### config.mk
export PLATFORM = sky130hd
export DESIGN_NAME = envelope_peak_stretcher
export DESIGN_NICKNAME = d
export VERILOG_FILES = /design/src/eps_pkg.sv /design/src/eps_mult.sv /design/src/eps_subcmp.sv /design/src/eps_core.sv /design/src/envelope_peak_stretcher.sv
export SDC_FILE = /design/constraint.sdc
export NUM_CORES = 2
export LEC_CHECK = 0
export BUFFER_PORTS_ARGS = -buffer_cell sky130_fd_sc_hd__clkbuf_2
export CAP_MARGIN = 5
export CORE_AREA = 2 2 283 285
export DETAILED_ROUTE_END_ITERATION = 16
export DIE_AREA = 0 0 285 287
export HOLD_SLACK_MARGIN = 0.15
export PLACE_DENSITY_LB_ADDON = 0.12
export SYNTH_ARGS = -nofsm -noshare
export SYNTH_HDL_FRONTEND = slang
export SYNTH_SLANG_ARGS = --single-unit
### constraint.sdc
create_clock -name clk -period 9.2 [get_ports clk]
set_clock_uncertainty 0.15 [all_clocks]
set_input_delay 0.92 -clock clk [delete_from_list [all_inputs] [get_ports clk]]
set_output_delay 0.92 -clock clk [all_outputs]
set_load 0.005 [all_outputs]
### src/eps_pkg.sv
`timescale 1ns / 1ps
// Package for the envelope peak stretcher: shared constants, transaction types,
// sequencer control structs and small helper functions.
// Depends on nothing; every other file in src imports it.
package eps_pkg;

    // Sample format and look-ahead depth.
    localparam int SW        = 16;
    localparam int LOOKAHEAD = 2;
    localparam int HIST_LEN  = 2 * LOOKAHEAD;

    // Derived widths of the datapath.
    localparam int ABS_W  = SW + 1;
    localparam int SUM_W  = 2 * SW;
    localparam int REM_W  = SW + 4;
    localparam int CNT_W  = $clog2(SW);

    // Shared multiplier operand and product widths.
    localparam int MUL_W  = 19;
    localparam int PROD_W = 2 * MUL_W;

    // Gain in unsigned Q4.12; 2*emax = 4*sqrt(2) scaled by 2^16.
    localparam int GAIN_W    = 16;
    localparam int GAIN_FRAC = 12;
    localparam int DIV_SHIFT = SW - GAIN_FRAC;
    localparam int G_LSB     = SW + 3;
    localparam logic [MUL_W-1:0]  TWO_EMAX_K = MUL_W'(370728);
    localparam logic [GAIN_W-1:0] GAIN_ONE   = GAIN_W'(4096);
    localparam logic [GAIN_W-1:0] GAIN_TWO   = GAIN_W'(8192);

    typedef logic [CNT_W-1:0] cnt_t;

    // Payload of one input transaction.
    typedef struct packed {
        logic signed [SW-1:0] in_i;
        logic signed [SW-1:0] in_q;
    } in_item_t;

    // Payload of one output transaction.
    typedef struct packed {
        logic signed [SW-1:0] out_i;
        logic signed [SW-1:0] out_q;
    } out_item_t;

    // Requests from the interface logic to the sequencer.
    typedef struct packed {
        logic start;
        logic ack;
    } seq_ctrl_t;

    // Status from the sequencer back to the interface logic.
    typedef struct packed {
        logic busy;
        logic done;
    } seq_stat_t;

    // Magnitude of a signed sample, one bit wider so that the most negative value fits.
    function automatic logic [ABS_W-1:0] abs_val(input logic signed [SW-1:0] v);
        logic [ABS_W-1:0] ext;
        ext = {v[SW-1], v};
        return v[SW-1] ? (~ext + 1'b1) : ext;
    endfunction

endpackage

### src/eps_mult.sv
`timescale 1ns / 1ps
// Shared unsigned multiplier of the envelope peak stretcher, used for both squares
// and for the gain product. Depends on eps_pkg.
module eps_mult (
    input  logic [eps_pkg::MUL_W-1:0]  a,
    input  logic [eps_pkg::MUL_W-1:0]  b,
    output logic [eps_pkg::PROD_W-1:0] p
);
    import eps_pkg::*;

    // Full-width product; the caller registers it.
    assign p = PROD_W'(a) * PROD_W'(b);

endmodule

### src/eps_subcmp.sv
`timescale 1ns / 1ps
// Shared compare-and-subtract unit: one step of the square root and of the division.
// Depends on eps_pkg.
module eps_subcmp (
    input  logic [eps_pkg::REM_W-1:0] a,
    input  logic [eps_pkg::REM_W-1:0] b,
    output logic                      ge,
    output logic [eps_pkg::REM_W-1:0] diff
);
    import eps_pkg::*;

    logic [REM_W:0] wide;

    // The borrow out of one subtraction gives the comparison.
    assign wide = {1'b0, a} - {1'b0, b};
    assign ge   = ~wide[REM_W];
    assign diff = wide[REM_W-1:0];

endmodule

### src/eps_core.sv
`timescale 1ns / 1ps
// Sequencer and datapath of the envelope peak stretcher: magnitude, peak search,
// gain and the two divisions, plus the sample and magnitude history.
// Depends on eps_pkg, eps_mult and eps_subcmp.
module eps_core (
    input  logic                clk,
    input  logic                rst_n,
    input  eps_pkg::seq_ctrl_t  ctrl,
    input  eps_pkg::in_item_t   sample,
    output eps_pkg::seq_stat_t  stat,
    output eps_pkg::out_item_t  result
);
    import eps_pkg::*;

    typedef enum logic [10:0] {
        S_IDLE  = 11'b000_0000_0001,
        S_SQ_I  = 11'b000_0000_0010,
        S_SQ_Q  = 11'b000_0000_0100,
        S_SUM   = 11'b000_0000_1000,
        S_ROOT  = 11'b000_0001_0000,
        S_PEAK  = 11'b000_0010_0000,
        S_GMUL  = 11'b000_0100_0000,
        S_GAIN  = 11'b000_1000_0000,
        S_DIV_I = 11'b001_0000_0000,
        S_DIV_Q = 11'b010_0000_0000,
        S_DONE  = 11'b100_0000_0000
    } state_t;

    state_t state_reg, state_next;

    // History: delayed samples (newest first) and past magnitudes (newest first).
    in_item_t         dly_reg [LOOKAHEAD];
    logic [SW-1:0]    hist_reg [HIST_LEN];

    // Working registers.
    in_item_t          new_reg;
    logic [PROD_W-1:0] prod_reg;
    logic [SUM_W-1:0]  sum_reg;
    logic [REM_W-1:0]  rem_reg;
    logic [SW-1:0]     root_reg;
    logic [SW-1:0]     peak_reg;
    logic [GAIN_W-1:0] gain_reg;
    logic [SW-1:0]     quot_reg;
    logic [SW-1:0]     dlo_reg;
    logic              neg_reg;
    cnt_t              cnt_reg;
    logic [SW-1:0]     res_i_reg;
    logic [SW-1:0]     res_q_reg;

    logic [MUL_W-1:0]  mul_a, mul_b;
    logic [PROD_W-1:0] mul_p;
    logic [REM_W-1:0]  sc_a, sc_b, sc_diff;
    logic              sc_ge;
    logic              last_step;
    logic [SW-1:0]     peak_comb;
    logic [GAIN_W-1:0] g_val;
    logic [GAIN_W-1:0] gain_comb;
    logic [SW-1:0]     quot_comb;
    logic [SW-1:0]     signed_res;
    logic [ABS_W-1:0]  abs_i, abs_q;

    // Shared units.
    eps_mult u_mult (
        .a (mul_a),
        .b (mul_b),
        .p (mul_p)
    );

    eps_subcmp u_subcmp (
        .a    (sc_a),
        .b    (sc_b),
        .ge   (sc_ge),
        .diff (sc_diff)
    );

    // Multiplier operand selection: the two squares, then the peak times 2*emax.
    always_comb
    begin
        mul_a = MUL_W'(peak_reg);
        mul_b = TWO_EMAX_K;
        if (state_reg == S_SQ_I)
        begin
            mul_a = MUL_W'(abs_val(new_reg.in_i));
            mul_b = MUL_W'(abs_val(new_reg.in_i));
        end
        else if (state_reg == S_SQ_Q)
        begin
            mul_a = MUL_W'(abs_val(new_reg.in_q));
            mul_b = MUL_W'(abs_val(new_reg.in_q));
        end
    end

    // Compare-subtract operands: two radicand bits per root step, one dividend bit per
    // division step.
    always_comb
    begin
        if (state_reg == S_ROOT)
        begin
            sc_a = {rem_reg[REM_W-3:0], sum_reg[SUM_W-1 -: 2]};
            sc_b = {2'b00, root_reg, 2'b01};
        end
        else
        begin
            sc_a = {rem_reg[REM_W-2:0], dlo_reg[SW-1]};
            sc_b = REM_W'(gain_reg);
        end
    end

    assign last_step = (cnt_reg == cnt_t'(SW - 1));

    // Peak over the new magnitude and the stored ones.
    always_comb
    begin
        peak_comb = root_reg;
        for (int k = 0; k < HIST_LEN; k++)
        begin
            if (hist_reg[k] > peak_comb)
            begin
                peak_comb = hist_reg[k];
            end
        end
    end

    // Gain in Q4.12: 2*emax*peak less one, floored at one.
    assign g_val     = prod_reg[G_LSB + GAIN_W - 1 : G_LSB];
    assign gain_comb = (g_val >= GAIN_TWO) ? (g_val - GAIN_ONE) : GAIN_ONE;

    // Quotient after the current division step and its signed form.
    assign quot_comb  = {quot_reg[SW-2:0], sc_ge};
    assign signed_res = neg_reg ? (~quot_comb + 1'b1) : quot_comb;

    assign abs_i = abs_val(dly_reg[LOOKAHEAD-1].in_i);
    assign abs_q = abs_val(dly_reg[LOOKAHEAD-1].in_q);

    // Next-state logic of the sequencer.
    always_comb
    begin
        state_next = state_reg;
        unique case (state_reg)
            S_IDLE:  if (ctrl.start) state_next = S_SQ_I;
            S_SQ_I:  state_next = S_SQ_Q;
            S_SQ_Q:  state_next = S_SUM;
            S_SUM:   state_next = S_ROOT;
            S_ROOT:  if (last_step) state_next = S_PEAK;
            S_PEAK:  state_next = S_GMUL;
            S_GMUL:  state_next = S_GAIN;
            S_GAIN:  state_next = S_DIV_I;
            S_DIV_I: if (last_step) state_next = S_DIV_Q;
            S_DIV_Q: if (last_step) state_next = S_DONE;
            S_DONE:  if (ctrl.ack) state_next = S_IDLE;
            default: state_next = S_IDLE;
        endcase
    end

    always_ff @(posedge clk or negedge rst_n)
    begin
        if (!rst_n)
        begin
            state_reg <= S_IDLE;
        end
        else
        begin
            state_reg <= state_next;
        end
    end

    // History is architectural state and resets to zero.
    always_ff @(posedge clk or negedge rst_n)
    begin
        if (!rst_n)
        begin
            for (int k = 0; k < LOOKAHEAD; k++)
            begin
                dly_reg[k] <= '0;
            end
            for (int k = 0; k < HIST_LEN; k++)
            begin
                hist_reg[k] <= '0;
            end
        end
        else if (state_reg == S_DONE && ctrl.ack)
        begin
            for (int k = LOOKAHEAD - 1; k > 0; k--)
            begin
                dly_reg[k] <= dly_reg[k-1];
            end
            dly_reg[0] <= new_reg;
            for (int k = HIST_LEN - 1; k > 0; k--)
            begin
                hist_reg[k] <= hist_reg[k-1];
            end
            hist_reg[0] <= root_reg;
        end
    end

    // Datapath registers stepped by the sequencer.
    always_ff @(posedge clk)
    begin
        case (state_reg)
            S_IDLE:
            begin
                if (ctrl.start)
                begin
                    new_reg <= sample;
                end
            end
            S_SQ_I:
            begin
                prod_reg <= mul_p;
            end
            S_SQ_Q:
            begin
                sum_reg  <= prod_reg[SUM_W-1:0];
                prod_reg <= mul_p;
            end
            S_SUM:
            begin
                sum_reg  <= sum_reg + prod_reg[SUM_W-1:0];
                rem_reg  <= '0;
                root_reg <= '0;
                cnt_reg  <= '0;
            end
            S_ROOT:
            begin
                sum_reg  <= {sum_reg[SUM_W-3:0], 2'b00};
                rem_reg  <= sc_ge ? sc_diff : sc_a;
                root_reg <= {root_reg[SW-2:0], sc_ge};
                cnt_reg  <= cnt_reg + 1'b1;
            end
            S_PEAK:
            begin
                peak_reg <= peak_comb;
            end
            S_GMUL:
            begin
                prod_reg <= mul_p;
            end
            S_GAIN:
            begin
                // Division of |I| * 4096; the upper quotient bits are known to be zero.
                gain_reg <= gain_comb;
                rem_reg  <= REM_W'(abs_i >> DIV_SHIFT);
                dlo_reg  <= {abs_i[DIV_SHIFT-1:0], GAIN_FRAC'(0)};
                neg_reg  <= dly_reg[LOOKAHEAD-1].in_i[SW-1];
                quot_reg <= '0;
                cnt_reg  <= '0;
            end
            S_DIV_I, S_DIV_Q:
            begin
                rem_reg  <= sc_ge ? sc_diff : sc_a;
                dlo_reg  <= {dlo_reg[SW-2:0], 1'b0};
                quot_reg <= quot_comb;
                cnt_reg  <= cnt_reg + 1'b1;
                if (last_step)
                begin
                    if (state_reg == S_DIV_I)
                    begin
                        // Same shared unit now takes the quadrature component.
                        res_i_reg <= signed_res;
                        rem_reg   <= REM_W'(abs_q >> DIV_SHIFT);
                        dlo_reg   <= {abs_q[DIV_SHIFT-1:0], GAIN_FRAC'(0)};
                        neg_reg   <= dly_reg[LOOKAHEAD-1].in_q[SW-1];
                        quot_reg  <= '0;
                    end
                    else
                    begin
                        res_q_reg <= signed_res;
                    end
                end
            end
            default:
            begin
            end
        endcase
    end

    assign stat.busy    = (state_reg != S_IDLE);
    assign stat.done    = (state_reg == S_DONE);
    assign result.out_i = res_i_reg;
    assign result.out_q = res_q_reg;

endmodule

### src/envelope_peak_stretcher.sv
`timescale 1ns / 1ps
// Top level of the envelope peak stretcher: transaction handshakes and the output
// register around the sequenced core. Depends on eps_pkg and eps_core.
//
// Each input transaction carries one complex Q1.15 sample. The block returns the
// sample from two transactions earlier divided by the gain max(2*emax*peak - 1, 1),
// where peak is the largest magnitude over the five samples centred on it; the
// first two results after reset are zero. One transaction runs from acceptance until
// its result is loaded into the output register through the square root and the two
// divisions on one shared compare-subtract unit, plus the squares and the gain
// product on the shared multiplier. in_stall is high while the core works; a result
// waiting in the output register does not hold off the next input.
module envelope_peak_stretcher (
    input  logic                clk,
    input  logic                rst_n,
    input  logic                in_valid,
    output logic                in_stall,
    input  eps_pkg::in_item_t   in_data,
    output logic                out_valid,
    input  logic                out_stall,
    output eps_pkg::out_item_t  out_data
);
    import eps_pkg::*;

    seq_ctrl_t ctrl;
    seq_stat_t stat;
    out_item_t core_result;
    logic      out_valid_reg;
    out_item_t out_data_reg;

    eps_core u_core (
        .clk    (clk),
        .rst_n  (rst_n),
        .ctrl   (ctrl),
        .sample (in_data),
        .stat   (stat),
        .result (core_result)
    );

    // Input is taken whenever the core is idle; the result moves out once the slot frees.
    assign in_stall   = stat.busy;
    assign ctrl.start = in_valid && !stat.busy;
    assign ctrl.ack   = stat.done && (!out_valid_reg || !out_stall);

    // Output register.
    always_ff @(posedge clk or negedge rst_n)
    begin
        if (!rst_n)
        begin
            out_valid_reg <= 1'b0;
        end
        else if (ctrl.ack)
        begin
            out_valid_reg <= 1'b1;
        end
        else if (!out_stall)
        begin
            out_valid_reg <= 1'b0;
        end
    end

    always_ff @(posedge clk)
    begin
        if (ctrl.ack)
        begin
            out_data_reg <= core_result;
        end
    end

    assign out_valid = out_valid_reg;
    assign out_data  = out_data_reg;

    // An accepted transaction keeps the core busy in the next cycle.
    a_start_busy: assert property (@(posedge clk) disable iff (!rst_n)
        ctrl.start |=> stat.busy)
        else $error("core not busy after accepting a transaction");

    // Handing over a result fills the output register and frees the core.
    a_ack_load: assert property (@(posedge clk) disable iff (!rst_n)
        ctrl.ack |=> (out_valid && !stat.busy))
        else $error("result hand-over did not load output or free the core");

    // A finished result is held while the output register is blocked.
    a_done_hold: assert property (@(posedge clk) disable iff (!rst_n)
        (stat.done && out_valid && out_stall) |=> stat.done)
        else $error("core dropped its result while the output was blocked");

endmodule

**After elaboration in Yosys (flattened, before gate mapping)**

Cells that the tools add are included.

- $add $sub $neg: 9
- $mul: 1
- Magnitude comparators: 5
- Equal/unequal tests: 21
- Multiplexer cells: 39
- Bitwise gates (word level): 7
- Reductions and logical operators: 21

Operators with widths:

| kind | number |
|---|---|
| $pmux 11 s11 | 1 |
| $mux 16 | 7 |
| $mux 17 | 6 |
| $pmux 32 s3 | 1 |
| $mux 19 | 5 |
| $pmux 19 s4 | 1 |
| $add 17x1->17 const B | 4 |
| $not 17->17 | 4 |
| $gt 16x16->1 | 4 |
| $pmux 16 s2 | 2 |
| $mux 11 | 5 |
| $mul 17x19->35 | 1 |
| $add 32x32->32 | 1 |
| $mux 15 | 2 |
| $pmux 15 s2 | 1 |
| $sub 20x18->21 | 1 |
| $mux 20 | 1 |
| $mux 18 | 1 |
| $add 16x1->16 const B | 1 |
| $ge 16x14->1 const B | 1 |
| $not 16->16 | 1 |
| $sub 16x13->16 const B | 1 |
| $ne 2x1->1 const B | 7 |
| $eq 11x1->1 const B | 1 |
| other kinds (29) | 43 |

- Flip-flop bits (word level): 406
- Input bits: 36
- Output and inout port bits: 34
- Word-level logic and storage cells: 129

**Longest topological paths before layout**

- Word-level depth: 8
- Mapped depth: 47
- Depth with buffers taken out: 40

**Hierarchy**

Synthesis repeated with hierarchy kept, for this count alone.

- Cell total of the unflattened synthesis: 3,291
- Area, all modules: 33,495.9 um2

By module, submodules not included:

| module | instances | cells each | area an instance (um2) | seq. area each (um2) |
|---|---|---|---|---|
| eps_core | 1 | 1,705 | 19,287.2 | 10,146.0 |
| eps_mult | 1 | 1,401 | 12,171.7 | 0.0 |
| eps_subcmp | 1 | 149 | 1,026.0 | 0.0 |
| envelope_peak_stretcher | 1 | 36 | 1,011.0 | 985.9 |

**Worst setup path before layout**

OpenSTA, ideal clock, no wires.

- Path kind: reg-to-reg
- From: reg u_core.root_reg[11]
- To: reg u_core.peak_reg[10] (data pin)
- Setup time: 0.278 ns
- Data arrival time: 9.236 ns
- Required time: 8.772 ns
- Slack: -0.464 ns
- Cell stages (with the launch flop): 41
- Buffers on the path: 4
- Period minus slack after synthesis: 9.664 ns
- Cells stage by stage: edfxtp_1 -> inv_1 -> ha_1 -> a21o_1 -> a211o_1 -> or4_4 -> nand2_1 -> buf_1 -> mux2_2 -> inv_1 -> ha_1 -> and4_1 -> a221o_1 -> a221o_1 -> nor2_1 -> o31ai_1 -> clkbuf_1 -> a211oi_1 -> (+5 left out) -> a221oi_1 -> o21ai_0 -> a222oi_1 -> or2_1 -> buf_2 -> mux2_1 -> ha_1 -> nand3_1 -> o22ai_1 -> o21a_1 -> o21ai_0 -> nand2b_1 -> a21oi_1 -> nor2b_1 -> o21ai_0 -> a22oi_1 -> clkbuf_1 -> mux2i_1

- Longest elaborated chain between the ends: 8

Ends and longest elaborated chain:

| element | RTL line | text |
|---|---|---|
| start: declaration | eps_core.sv:40 | `logic [SW-1:0] root_reg;` |
| start signal: assignment | eps_core.sv:227 | `root_reg <= {root_reg[SW-2:0], sc_ge};` |
| $gt 16x16->1 | eps_core.sv:117 | `if (hist_reg[k] > peak_comb)` |
| $mux 16 (*) | eps_core.sv:117 |  |
| $gt 16x16->1 | eps_core.sv:117 |  |
| $mux 16 (*) | eps_core.sv:117 |  |
| $gt 16x16->1 | eps_core.sv:117 |  |
| $mux 16 (*) | eps_core.sv:117 |  |
| $gt 16x16->1 | eps_core.sv:117 |  |
| $mux 16 (*) | eps_core.sv:117 |  |
| via u_core.peak_comb[10] | eps_core.sv:55 | `logic [SW-1:0] peak_comb;` |
| end signal: assignment | eps_core.sv:232 | `peak_reg <= peak_comb;` |
| end: declaration | eps_core.sv:41 | `logic [SW-1:0] peak_reg;` |

Mark *: on every way through the listed nets, which the timed path passes. The rest lies on a longest branch.
A chain may end at the register's enable or synchronous reset.

**Final worst setup path**

- From: reg u_core.new_reg[16] (netlist name)
- To: reg u_core.prod_reg[22] (data pin)

- Longest elaborated chain between the ends: 5
- Elaborated cells on any way between the ends: 6
- Classes of those cells: add/sub (1); mul (1); mux (3); bitwise (1)

Ends and longest elaborated chain:

| element | RTL line | text |
|---|---|---|
| start: declaration | eps_core.sv:36 | `in_item_t new_reg;` |
| start signal: assignment | eps_core.sv:204 | `new_reg <= sample;` |
| $not 17->17 | eps_pkg.sv:61 | `return v[SW-1] ? (~ext + 1'b1) : ext;` |
| $add 17x1->17 | eps_pkg.sv:61 |  |
| $mux 17 (*) | eps_pkg.sv:61 |  |
| $mux 17 / $mux 19 (equally long branches) | eps_core.sv:81 | `if (state_reg == S_SQ_I)` |
| $mul 17x19->35 (*) | eps_mult.sv:12 | `assign p = PROD_W'(a) * PROD_W'(b);` |
| via u_core.mul_p[22] | eps_core.sv:51 | `logic [PROD_W-1:0] mul_p;` |
| end signal: assignment | eps_core.sv:209 | `prod_reg <= mul_p;` |
| end signal: assignment | eps_core.sv:214 | `prod_reg <= mul_p;` |
| end signal: assignment | eps_core.sv:236 | `prod_reg <= mul_p;` |
| end: declaration | eps_core.sv:37 | `logic [PROD_W-1:0] prod_reg;` |

Marks and branches as above.

==> results.toml <==
[status]
status = "finished, final reports clean"

[run]
maxCapViolCount = 0

[sta]
max_freq_mhz = 111
worst_pin_slew_ns = 1.08
hold_violations = 0
finalCritPeriodShare = 0.978
slew-limit-headroom = 0.281
slew_viol_final = 0
setup_ws_ns = 0.198
setup_viol_count_final = 0
setup_tns_ns = 0
fin_crit_ns = 9.00

[global_route]
grt_pass1_vias = 23800
grt_start_max_net_pins = 168
antenna_found_initial = 2
track_usage = 0.222
grt_pass1_wl_um = 141000
globalRouteOverflowTotal = 0

[synthesis]
ys_seq_area_frac = 0.356
yosys-top-cells-count = "inv_1 (421), nand2_1 (379), edfxtp_1 (254), fa_1 (239), ha_1 (232)"
synth_area_um2 = 31300
synth_area_leaders = "edfxtp_1 (24%), fa_1 (15%), dfrtp_1 (11%), ha_1 (9.3%), inv_1 (5.1%)"
yosysTopAreaCellShare = 0.244
synth_cells = 3127
avgSynthCellArea_um2 = 10.0
synthFlopType = "edfxtp_1"
synth_top_cell_by_area = "edfxtp_1"
yosys.cell_types.count = 82
yosys_register_bits = 394
synthArstFlopShare = 0.355
yosys_warnings = 0
yosysMostFrequentCell = "inv_1"
synth_edf_count = 254

[critical_path]
critPathRequiredTime_ns = 9.35
cpMostUsedCell = "fa_1"
critical_path_class = "reg2reg"
slowest_stage = "fa_1"
cp_max_fo = 12
cp_slowest_stage_delay_ns = 0.57
critPathArrivalTime_ns = 9.16
end_kind = "flop"
critPathLaunchType = "flop"

[cells_and_area]
nets = 3788
syn2layout_area_growth_pct = 13.8
fin_util = 0.453
drive_gt1_frac = 0.139

[clocking]
htree_levels = 2
tritoncts = "yes"
cts-root-buf = "clkbuf_16"
clk_pin_slew_worst_paths_ns = 0.06
cts_hold_buf = 0
clock-sinks = 394
clk_latency_ns = 0.59
clk_path_buf_depth = 3
cts_buffers = 46

[routing]
drt_iter0_markers = 1570
firstDrtPassIters = 5
routed_wirelength_um = 91500
wl_per_cell_um = 20.9
vias_per_cell = 5.42
via_count = 23700
drcViolationCount = 0
ant_nets = 0

[floorplanning]
coreArea_um2 = 78600
ios = 70
fp-row-count = 103
initial_core_util = 0.398
die_height_um = 287
fp.dieW_um = 285
dieArea_um2 = 81800

[min_path]
hp-class = "in2async"

[placed_design]
gp_congestion = 0.888
io_buffers = 69
place_hpwl_um = 70100
pre_cts_slack_ns = 0.0302
## per-stage QoR
step | instance area, um2 | cells | hold slack (ns)
3_5_place_dp | 33300 | 4242 | 0.255
4_1_cts | 35000 | 4327 | 0.182
2_1_floorplan | 31400 | 3145 | 0.250
6_report | 35600 | 4369 | 0.179
3_3_place_gp | 33300 | 4242 | 0.252
5_1_grt | 35600 | 4368 | 0.210
## logic make-up (layout without fill, tap and decap cells)
| logic type | Yosys count | in the layout | share of synthesized area |
|---|---|---|---|
| AO/OA/AOI/OAI | 581 | 581 | 0.121 |
| XOR/XNOR | 141 | 141 | 0.0395 |
| adder cells (fa/ha/maj) | 471 | 471 | 0.246 |
| buffers and inverters | 537 | 710 | 0.0649 |
| flip-flops | 394 | 394 | 0.356 |
| multiplexers | 138 | 138 | 0.0486 |
| other | 2 | 21 | 0.000240 |
| AND/OR/NAND/NOR | 863 | 863 | 0.125 |
## area by class of cell
| class | count | area [um2] |
|---|---|---|
| antenna | 1 | 2.50 |
| clock buffer | 58 | 1330 |
| inverter | 424 | 1590 |
| timing repair buffer | 201 | 1440 |
| fill | 7612 | 43000 |
| sequential | 394 | 11100 |
| tap | 1050 | 1310 |
| multi-input combinational | 2214 | 18500 |
| clock inverter | 27 | 339 |
## timing repair
| action | in CTS | in global routing |
|---|---|---|
| gates cloned | 0 | 5 |
| pin swaps | 0 | 20 |
| resized for setup | 2 | 53 |
| setup endpoints to repair | 16 | 23 |
| buffers inserted | 0 | 36 |
## critical path, delay by kind of cell, from the launching register on
| family | cells | cell delay (ns) |
|---|---|---|
| compound gates | 7 | 1.74 |
| xor+xnor | 2 | 0.71 |
| simple gates | 6 | 1.33 |
| fa+ha+maj | 7 | 3.34 |
| buf+inv | 5 | 0.88 |
| flops | 1 | 0.54 |
## path summary, 6_finish.rpt
kind | endpoint | cells past startpoint | from | slack (ns)
worst max-delay path | u_core.prod_reg[22] | 27 | u_core.new_reg[16] | 0.20
worst min-delay path | u_core.hist_reg[49] | 1 | rst_n | 0.18
worst max register to register | u_core.prod_reg[22] | 27 | u_core.new_reg[16] | 0.20
worst min register to register | out_data[10] | 0 | u_core.res_q_reg[10] | 0.25
max in group asynchronous | u_core.dly_reg[39] | 2 | rst_n | 7.26
min in group clk | out_data[10] | 0 | u_core.res_q_reg[10] | 0.25
## per-layer routing
layer,up-vias,global-route usage,part of all wire
met2,606,0.355,0.45
met4,0,0.0526,0.023
met5,-,0,0
met3,122,0.0238,0.047
met1,12000,0.324,0.48
li1,11000,-,-
## placed cells by master, fill, tap and decap left out, types with 59 or more instances in the layout
cell,n
fa_1,239
edfxtp_1,254
nand2_1,375
a21oi_1,121
ha_1,230
xor2_1,60
inv_1,421
xnor2_1,80
clkbuf_2,68
mux2_2,108
o21ai_0,132
dfrtp_1,139
nor3_1,59
nor2_1,193
buf_4,117
Power is not shown: default switching activity piles up to over one toggle a cycle in this logic, so the estimate is an artifact.
